<file path="src/rtl/pba_pkg.sv">
// Shared types and constants of the page bitmap allocator.
// No dependencies; imported by every module of the block.
package pba_pkg;

    localparam int PAGES      = 1024;
    localparam int PAGE_BYTES = 4096;
    localparam int WORD_BITS  = 32;
    localparam int WORDS      = PAGES / WORD_BITS;
    localparam int BIT_W      = $clog2(WORD_BITS);
    localparam int WORD_W     = $clog2(WORDS);
    localparam int PAGE_W     = $clog2(PAGES + 1);
    localparam int CNT_W      = BIT_W + 1;
    localparam int NW_W       = PAGE_W - BIT_W;
    localparam int ADDR_W     = 32;
    localparam int PIDX_W     = 10;
    localparam int PADDR_W    = 3;
    localparam int PDATA_W    = 32;

    localparam logic [WORD_BITS-1:0] FULL_WORD = '1;
    localparam logic [PAGE_W-1:0]    PAGES_C   = PAGE_W'(PAGES);

    // register index, taken from paddr[2]
    localparam logic REG_PAGE_COUNT = 1'b0;

    typedef enum logic [1:0] {
        KIND_MARK  = 2'd0,
        KIND_CLEAR = 2'd1,
        KIND_TEST  = 2'd2,
        KIND_FIND  = 2'd3
    } kind_t;

    typedef enum logic {
        UOP_SET = 1'b0,
        UOP_CLR = 1'b1
    } uop_t;

    typedef struct packed {
        kind_t              kind;
        logic [ADDR_W-1:0]  base_addr;
        logic [ADDR_W-1:0]  length_bytes;
        logic [PIDX_W-1:0]  page_index;
    } pba_in_t;

    typedef struct packed {
        logic               found;
        logic [PIDX_W-1:0]  free_page;
        logic               page_is_set;
        logic [PAGE_W-1:0]  pages_used;
        logic               range_error;
    } pba_out_t;

    // request to the shared word unit: bit range [lo, hi) and operation
    typedef struct packed {
        uop_t               op;
        logic [BIT_W-1:0]   lo;
        logic [CNT_W-1:0]   hi;
    } unit_req_t;

    typedef struct packed {
        logic [CNT_W-1:0]   count;
        logic               has_zero;
        logic [BIT_W-1:0]   zero_pos;
        logic               lo_bit;
    } unit_rsp_t;

endpackage

</file>
<file path="src/rtl/pba_word_unit.sv">
// Shared bitmap word unit: range mask set or clear, lowest-zero search, bit test.
// Depends on pba_pkg.
module pba_word_unit import pba_pkg::*; (
    input  logic [WORD_BITS-1:0] word_in,
    input  unit_req_t            req,
    output logic [WORD_BITS-1:0] word_out,
    output unit_rsp_t            rsp
);

    logic [WORD_BITS-1:0] lo_mask;
    logic [WORD_BITS-1:0] hi_mask;
    logic [WORD_BITS-1:0] mask;
    logic [CNT_W-1:0]     hi_shift;

    always_comb begin
        hi_shift = CNT_W'(WORD_BITS) - req.hi;
        lo_mask  = FULL_WORD << req.lo;
        hi_mask  = FULL_WORD >> hi_shift;
        mask     = lo_mask & hi_mask;
        case (req.op)
            UOP_SET: word_out = word_in | mask;
            UOP_CLR: word_out = word_in & ~mask;
            default: word_out = word_in;
        endcase
    end

    always_comb begin
        rsp.count    = req.hi - CNT_W'(req.lo);
        rsp.has_zero = ~&word_in;
        rsp.lo_bit   = word_in[req.lo];
        rsp.zero_pos = '0;
        // scan from the top so the lowest clear bit wins
        for (int j = WORD_BITS - 1; j >= 0; j--) begin
            if (!word_in[j]) begin
                rsp.zero_pos = BIT_W'(j);
            end
        end
    end

endmodule

</file>
<file path="src/rtl/page_bitmap_allocator.sv">
// Page bitmap allocator: one bit per physical page, 32 pages to a bitmap word.
// Input channel s_valid/s_ready/s_data carries one request word (mark region, clear
// page, test page, find first free); m_valid/m_ready/m_data returns one result word
// per request. page_count is set over the APB-style port at address 0.
//
// Timing: s_ready is high only while the sequencer is idle, so one request is in
// work at a time. Clear and test go from the idle state to the done state and on
// to the output register. Mark region passes through the setup state and then the
// mark state, where the shared word unit sets one word per cycle for each bitmap
// word the region touches. Find first free scans one whole word below the limit
// per cycle, stopping at a word with a free page or after the last whole word.
// The next request is taken in the cycle after the result is loaded.
// A result sits in the output register until taken; the block takes a new request
// meanwhile, and a finished result waits in the sequencer if the register is full.
//
// Reset (aresetn low, synchronous) clears the whole bitmap, the used count and the
// output valid flag at once and sets page_count to 1024. No clearing pass follows.
module page_bitmap_allocator import pba_pkg::*; (
    input  logic               aclk,
    input  logic               aresetn,
    input  logic               s_valid,
    output logic               s_ready,
    input  pba_in_t            s_data,
    output logic               m_valid,
    input  logic               m_ready,
    output pba_out_t           m_data,
    input  logic               psel,
    input  logic               penable,
    input  logic               pwrite,
    input  logic [PADDR_W-1:0] paddr,
    input  logic [PDATA_W-1:0] pwdata,
    output logic [PDATA_W-1:0] prdata,
    output logic               pready
);

    typedef enum logic [2:0] {
        ST_IDLE,
        ST_SETUP,
        ST_MARK,
        ST_FIND,
        ST_DONE
    } st_t;

    st_t                  state_reg, state_next;
    logic [WORD_BITS-1:0] bitmap_reg [WORDS];
    logic [PAGE_W-1:0]    page_count_reg;
    logic [PAGE_W-1:0]    used_reg, used_next;
    logic [ADDR_W-1:0]    start_reg, start_next;
    logic [ADDR_W:0]      end_reg, end_next;
    logic [PAGE_W-1:0]    pos_reg, pos_next;
    logic [PAGE_W-1:0]    stop_reg, stop_next;
    logic [NW_W-1:0]      find_idx_reg, find_idx_next;
    logic [NW_W-1:0]      nw_reg, nw_next;
    pba_out_t             res_reg, res_next;
    logic                 m_valid_reg, m_valid_next;
    pba_out_t             m_data_reg, m_data_next;

    logic [PAGE_W-1:0]    limit;
    logic                 wr_en;
    logic [WORD_W-1:0]    wr_idx;
    logic [WORD_W-1:0]    rd_idx;
    logic [WORD_BITS-1:0] unit_out;
    unit_req_t            unit_req;
    unit_rsp_t            unit_rsp;
    logic [PAGE_W-1:0]    idx_ext;
    logic [PAGE_W-1:0]    word_base;
    logic [PAGE_W-1:0]    word_end;
    logic [PAGE_W-1:0]    seg_end;
    logic [ADDR_W:0]      limit_ext;
    logic [ADDR_W:0]      stop_wide;
    logic [PAGE_W:0]      used_sum;
    logic                 cfg_wr;

    pba_word_unit u_unit (
        .word_in  (bitmap_reg[rd_idx]),
        .req      (unit_req),
        .word_out (unit_out),
        .rsp      (unit_rsp)
    );

    assign limit     = (page_count_reg < PAGES_C) ? page_count_reg : PAGES_C;
    assign limit_ext = (ADDR_W + 1)'(limit);
    assign idx_ext   = PAGE_W'(s_data.page_index);
    assign word_base = {pos_reg[PAGE_W-1:BIT_W], BIT_W'(0)};
    assign word_end  = word_base + PAGE_W'(WORD_BITS);
    assign seg_end   = (stop_reg < word_end) ? stop_reg : word_end;
    assign used_sum  = (PAGE_W + 1)'(used_reg) + (PAGE_W + 1)'(unit_rsp.count);
    assign stop_wide = (end_reg < limit_ext) ? end_reg : limit_ext;

    assign s_ready = (state_reg == ST_IDLE);
    assign m_valid = m_valid_reg;
    assign m_data  = m_data_reg;
    assign pready  = 1'b1;
    assign prdata  = PDATA_W'(page_count_reg);
    assign cfg_wr  = psel && penable && pwrite && (paddr[2] == REG_PAGE_COUNT);

    always_comb begin
        state_next    = state_reg;
        used_next     = used_reg;
        start_next    = start_reg;
        end_next      = end_reg;
        pos_next      = pos_reg;
        stop_next     = stop_reg;
        find_idx_next = find_idx_reg;
        nw_next       = nw_reg;
        res_next      = res_reg;
        m_valid_next  = m_valid_reg;
        m_data_next   = m_data_reg;
        wr_en         = 1'b0;
        wr_idx        = idx_ext[BIT_W +: WORD_W];
        rd_idx        = idx_ext[BIT_W +: WORD_W];
        unit_req.op   = UOP_SET;
        unit_req.lo   = idx_ext[BIT_W-1:0];
        unit_req.hi   = CNT_W'(idx_ext[BIT_W-1:0]) + CNT_W'(1);

        if (m_valid_reg && m_ready) begin
            m_valid_next = 1'b0;
        end

        case (state_reg)
            ST_IDLE: begin
                if (s_valid) begin
                    res_next = '0;
                    case (s_data.kind)
                        KIND_MARK: begin
                            start_next = s_data.base_addr / PAGE_BYTES;
                            end_next   = (ADDR_W + 1)'(s_data.base_addr / PAGE_BYTES)
                                       + (ADDR_W + 1)'(s_data.length_bytes / PAGE_BYTES);
                            state_next = ST_SETUP;
                        end
                        KIND_CLEAR, KIND_TEST: begin
                            unit_req.op = UOP_CLR;
                            if (idx_ext >= limit) begin
                                res_next.range_error = 1'b1;
                            end else if (s_data.kind == KIND_CLEAR) begin
                                wr_en = 1'b1;
                            end else begin
                                res_next.page_is_set = unit_rsp.lo_bit;
                            end
                            state_next = ST_DONE;
                        end
                        KIND_FIND: begin
                            find_idx_next = '0;
                            nw_next       = limit[PAGE_W-1:BIT_W];
                            state_next    = ST_FIND;
                        end
                        default: state_next = ST_DONE;
                    endcase
                end
            end
            ST_SETUP: begin
                // a nonempty region that runs past the limit is an error
                res_next.range_error = (end_reg != (ADDR_W + 1)'(start_reg))
                                     && (end_reg > limit_ext);
                if ((ADDR_W + 1)'(start_reg) < stop_wide) begin
                    pos_next   = start_reg[PAGE_W-1:0];
                    stop_next  = stop_wide[PAGE_W-1:0];
                    state_next = ST_MARK;
                end else begin
                    state_next = ST_DONE;
                end
            end
            ST_MARK: begin
                rd_idx      = pos_reg[BIT_W +: WORD_W];
                wr_idx      = pos_reg[BIT_W +: WORD_W];
                unit_req.op = UOP_SET;
                unit_req.lo = pos_reg[BIT_W-1:0];
                unit_req.hi = CNT_W'(seg_end - word_base);
                wr_en       = 1'b1;
                used_next   = (used_sum > (PAGE_W + 1)'(PAGES_C)) ? PAGES_C
                                                                  : used_sum[PAGE_W-1:0];
                pos_next    = seg_end;
                if (seg_end == stop_reg) begin
                    state_next = ST_DONE;
                end
            end
            ST_FIND: begin
                rd_idx = find_idx_reg[WORD_W-1:0];
                if (find_idx_reg == nw_reg) begin
                    state_next = ST_DONE;
                end else if (unit_rsp.has_zero) begin
                    res_next.found     = 1'b1;
                    res_next.free_page = PIDX_W'({find_idx_reg[WORD_W-1:0],
                                                  unit_rsp.zero_pos});
                    state_next         = ST_DONE;
                end else begin
                    find_idx_next = find_idx_reg + NW_W'(1);
                end
            end
            ST_DONE: begin
                // hold until the output register is free
                if (!m_valid_reg || m_ready) begin
                    m_valid_next           = 1'b1;
                    m_data_next            = res_reg;
                    m_data_next.pages_used = used_reg;
                    state_next             = ST_IDLE;
                end
            end
            default: state_next = ST_IDLE;
        endcase
    end

    always_ff @(posedge aclk) begin
        if (!aresetn) begin
            state_reg      <= ST_IDLE;
            used_reg       <= '0;
            m_valid_reg    <= 1'b0;
            page_count_reg <= PAGES_C;
            for (int i = 0; i < WORDS; i++) begin
                bitmap_reg[i] <= '0;
            end
        end else begin
            state_reg   <= state_next;
            used_reg    <= used_next;
            m_valid_reg <= m_valid_next;
            if (cfg_wr) begin
                page_count_reg <= pwdata[PAGE_W-1:0];
            end
            if (wr_en) begin
                bitmap_reg[wr_idx] <= unit_out;
            end
        end
        start_reg    <= start_next;
        end_reg      <= end_next;
        pos_reg      <= pos_next;
        stop_reg     <= stop_next;
        find_idx_reg <= find_idx_next;
        nw_reg       <= nw_next;
        res_reg      <= res_next;
        m_data_reg   <= m_data_next;
    end

endmodule

</file>
<file path="config.mk">
export PLATFORM = sky130hd
export DESIGN_NAME = page_bitmap_allocator
export DESIGN_NICKNAME = d
export VERILOG_FILES = /design/src/rtl/pba_pkg.sv /design/src/rtl/pba_word_unit.sv /design/src/rtl/page_bitmap_allocator.sv
export SDC_FILE = /design/constraint.sdc
export NUM_CORES = 2
export LEC_CHECK = 0
export CORE_MARGIN = 2
export CORE_UTILIZATION = 60
export DETAILED_ROUTE_END_ITERATION = 8
export DONT_BUFFER_PORTS = 1
export GPL_TIMING_DRIVEN = 0
export PLACE_DENSITY_LB_ADDON = 0.25
export SYNTH_ARGS = -nofsm -noshare
export SYNTH_HDL_FRONTEND = slang
export SYNTH_HIERARCHICAL = 1
export SYNTH_SLANG_ARGS = --single-unit
</file>
<file path="constraint.sdc">
create_clock -name aclk -period 7.6 [get_ports aclk]
set_input_delay 1.14 -clock aclk [delete_from_list [all_inputs] [get_ports aclk]]
set_output_delay 1.14 -clock aclk [all_outputs]
set_load 0.05 [all_outputs]
</file>
==> out/results.tsv <==
stage	metric	value	unit
drt	Detail Route Antenna Nets	0	
critical_path	Crit path depth	25	
synth	Synth Instances	4340	
layout	Final Cell Area	63400	um2
sta	fin crit share	94.6	%
critical_path	Critical-path top delay cell	a2111oi_1	
sta	maximum clock rate	139	MHz
global_route	met1 Usage GRT	47.5	%
die	Core ar.	94600	um2
die	Ports	177	
synth	sequential fraction of the synthesis area	60.8	%
clocking	H-tree depth	3	
place	Placer Congestion	1.04	
worst_hold_path	Tightest Hold Check Type	flop to flop	
clocking	clock latency on the worst-skew pair	0.74	ns
die	die height	312	um
synth	Mapped Area	57000	um2
critical_path	crit path from	state_reg[2]$_SDFFE_PN0P_	
critical_path	Top Family by Delay on Critical Path	buffers and inverters	
global_route	number of global-route vias before repair	40100	
global_route	total track usage	38.1	%
place	Placement Cell Area	59800	um2
clocking	hold_buf cts	0	
sta	Least-Margin Pin Slew	1.44	ns
critical_path	CP peak stage delay	0.64	ns
global_route	met2 Track Usage GR	55.6	%
critical_path	worst path bufs/invs	8	
status	status	finished, final reports clean	
place	# port buffers	0	
die	Initial Util	60.3	%
layout	max reg flops	1024	
sta	setup violators final	0	
die	row count	113	
synth	fraction of registers with async set/reset	0	%
critical_path	FF-to-FF Start	state_reg[2]$_SDFFE_PN0P_	
synth	Post-synth EDFFs	1136	
layout	Area Overhead vs Synth	11.2	%
sta	Worst Setup Slack, final	0.412	ns
pwr	leakage power	21.4	nW
sta	Final Hold Vio Count	0	
layout	layout cells sized above 1	18.2	%
sta	Min Clock Period, post-route	7.19	ns
drt	Post-route DRC	0	
sta	unrepaired setup endpoints after global routing	false	
flow_run	Max Cap Violations	0	
pwr	PD cells	246	nW/um2
sta	Final Max Slew Viols	0	
global_route	initial antenna violation count	6	
drt	vias per cell	6.95	
critical_path	Critical Path RT	8.27	ns
layout	Nets	4772	
global_route	largest net degree at the start of global routing	42	
drt	DR iter-0 viols	6998	
drt	Vias	41200	
clocking	Clock transition at path regs	0.06	ns
critical_path	Critical Path End Type	flop	
pwr	Power Total	0.0156	W
clocking	CTS tree	yes	
worst_hold_path	Hold Crit Depth	0	
clocking	Sink Count	1162	
global_route	GR Util met3	14.4	%
critical_path	WS Path Type	flop to flop	
critical_path	critical path fanouts, max	16	
critical_path	CP arrival	7.86	ns
clocking	CTS root buf	clkbuf_16	
synth	mean post-synth cell area	13.1	um2
drt	DRT Pass-1 Iters	6	
critical_path	Worst path most repeated cell	clkbuf_1	
synth	Yosys reg bits	1162	
global_route	grt peak-use layer	met2	
pwr	largest vdd supply drop	0.189	mV
synth	predominant post-synthesis flop cell	edfxtp_1	
global_route	global-route wire length before repair	267000	um
clocking	CTS Buf Count	114	
critical_path	startpoint types	flop	
critical_path	FF-to-FF path depth	25	
drt	WL per Instance	31.6	um
die	die area	97500	um2
drt	final WL	187000	um
sta	Rel. slew slack	3.91	%
sta	hold slack	0.415	ns
place	dpl hpwl	130000	um
sta	clock skew	0.0424	ns
synth	library cells used by synthesis	79	
clocking	clock buffer depth	3	
synth	Ys Warns	6	
sta	setup TNS	0	ns
die	Die X	312	um
worst_hold_path	Hold Startpoint	res_reg[21]$_DFFE_PP_	
place	Place WS	-0.0707	ns
global_route	grt ovf	0	
## path summary, 6_finish.rpt
kind,slack [ns],end
worst max-delay path,0.41,used_reg[7]$_SDFFE_PN0P_
worst min-delay path,0.42,m_data[21]$_DFFE_PP_
worst max register to register,0.41,used_reg[7]$_SDFFE_PN0P_
worst min register to register,0.42,m_data[21]$_DFFE_PP_
## layer usage
layer | wire length, um | share of wire, % | vias up
met5 | 41 | 0.022 | -
met4 | 14700 | 7.8 | 4
met3 | 28500 | 15 | 683
met2 | 82800 | 44 | 3378
met1 | 61500 | 33 | 20200
li1 | - | - | 17000
## cells in the mapped netlist (all sizes together) (6+ instances only)
cell       n  area, um2
mux4     266       5990
nand4     19        125
o31ai     13       97.6
o21ai     94        470
nand2b    15       93.8
and3       9       56.3
buf      265       1520
xor2      34        298
nor2b     28        175
nand2    461       1730
a211oi     8       70.1
or3        8       50.1
xnor2     33        289
ha        87       1090
a21oi    827       4160
a21boi    16        120
o211ai    25        198
nand3     29        145
nor3      18       95.1
nor4      12       75.1
dfxtp     26        521
inv       76        285
a41oi      6       52.6
a221oi    36        515
clkbuf   148        559
mux2i    129       1290
a31oi     20        125
a21o      12       90.1
and2      19        119
a32o      32        320
o21a      33        248
nor2     328       1250
edfxtp  1136      34100
## logic make-up after synthesis
group / count (synthesis) / synth area share (%)
muxes: 398 / 12.8
adders and majority gates: 90 / 2.02
AOI/OAI and AO/OA: 1161 / 12.0
DFF: 1162 / 60.8
xor gates and xnor gates: 68 / 1.07
buffers and inverters: 490 / 4.15
and+or+nand+nor: 969 / 7.20
other: 2 / 0.0132
## final cells by class
class                   count  area [um2]
well taps                1265        1580
clock buffers             141        2990
flip-flops and latches   1162       34600
multi-input cells        2717       20300
clock inverters            67         578
diodes                      9        22.5
repair buffers             82         947
inverters                  77         289
plain buffers             410        2070
fillers                  6705       31200
## metrics by stage
step                instances  utilization [%]
global route             5921             67.0
CTS                      5923             67.0
finish                   5930             67.0
global placement         5634             62.1
detailed placement       5716             63.3
floorplan                4369                -
## worst register-to-register path, delay by kind of cell (launching register included)
kind,cells,cell delay [ns]
AOI/OAI and AO/OA,8,2.00
adders and majority gates,2,0.57
buffers and inverters,8,2.75
DFF,1,0.30
muxes,1,0.20
and+or+nand+nor,6,1.29
## report_power, final
| group | switching, W | internal, W |
|---|---|---|
| combinational | 0.00185 | 0.000745 |
| sequential | 0.000120 | 0.00726 |
| clock | 0.00251 | 0.00308 |
## cells in the final DEF, fill, tap and decap left out, drive strengths merged, types with 12 or more instances in the layout
cell type | synthesis | final
edfxtp | 1136 | 1136
a21oi | 827 | 827
nand2 | 461 | 461
buf | 265 | 346
nor2 | 328 | 328
clkbuf | 148 | 287
mux4 | 266 | 266
mux2i | 129 | 129
o21ai | 94 | 94
ha | 87 | 87
inv | 76 | 82
clkinv | 1 | 51
a221oi | 36 | 36
xor2 | 34 | 34
o21a | 33 | 33
xnor2 | 33 | 33
a32o | 32 | 32
conb | 2 | 31
nand3 | 29 | 29
nor2b | 28 | 28
dfxtp | 26 | 26
o211ai | 25 | 25
a31oi | 20 | 20
and2 | 19 | 19
nand4 | 19 | 19
nor3 | 18 | 18
a21boi | 16 | 16
nand2b | 15 | 15
o31ai | 13 | 13
nor4 | 12 | 12
a21o | 12 | 12
## repair_timing
| item | in CTS | in global routing |
|---|---|---|
| buffers inserted | 0 | 0 |
| gates resized for setup | 0 | 1 |
| setup endpoints to repair | 5 | 8 |
Note: power is estimated with default switching activity, not from simulation.
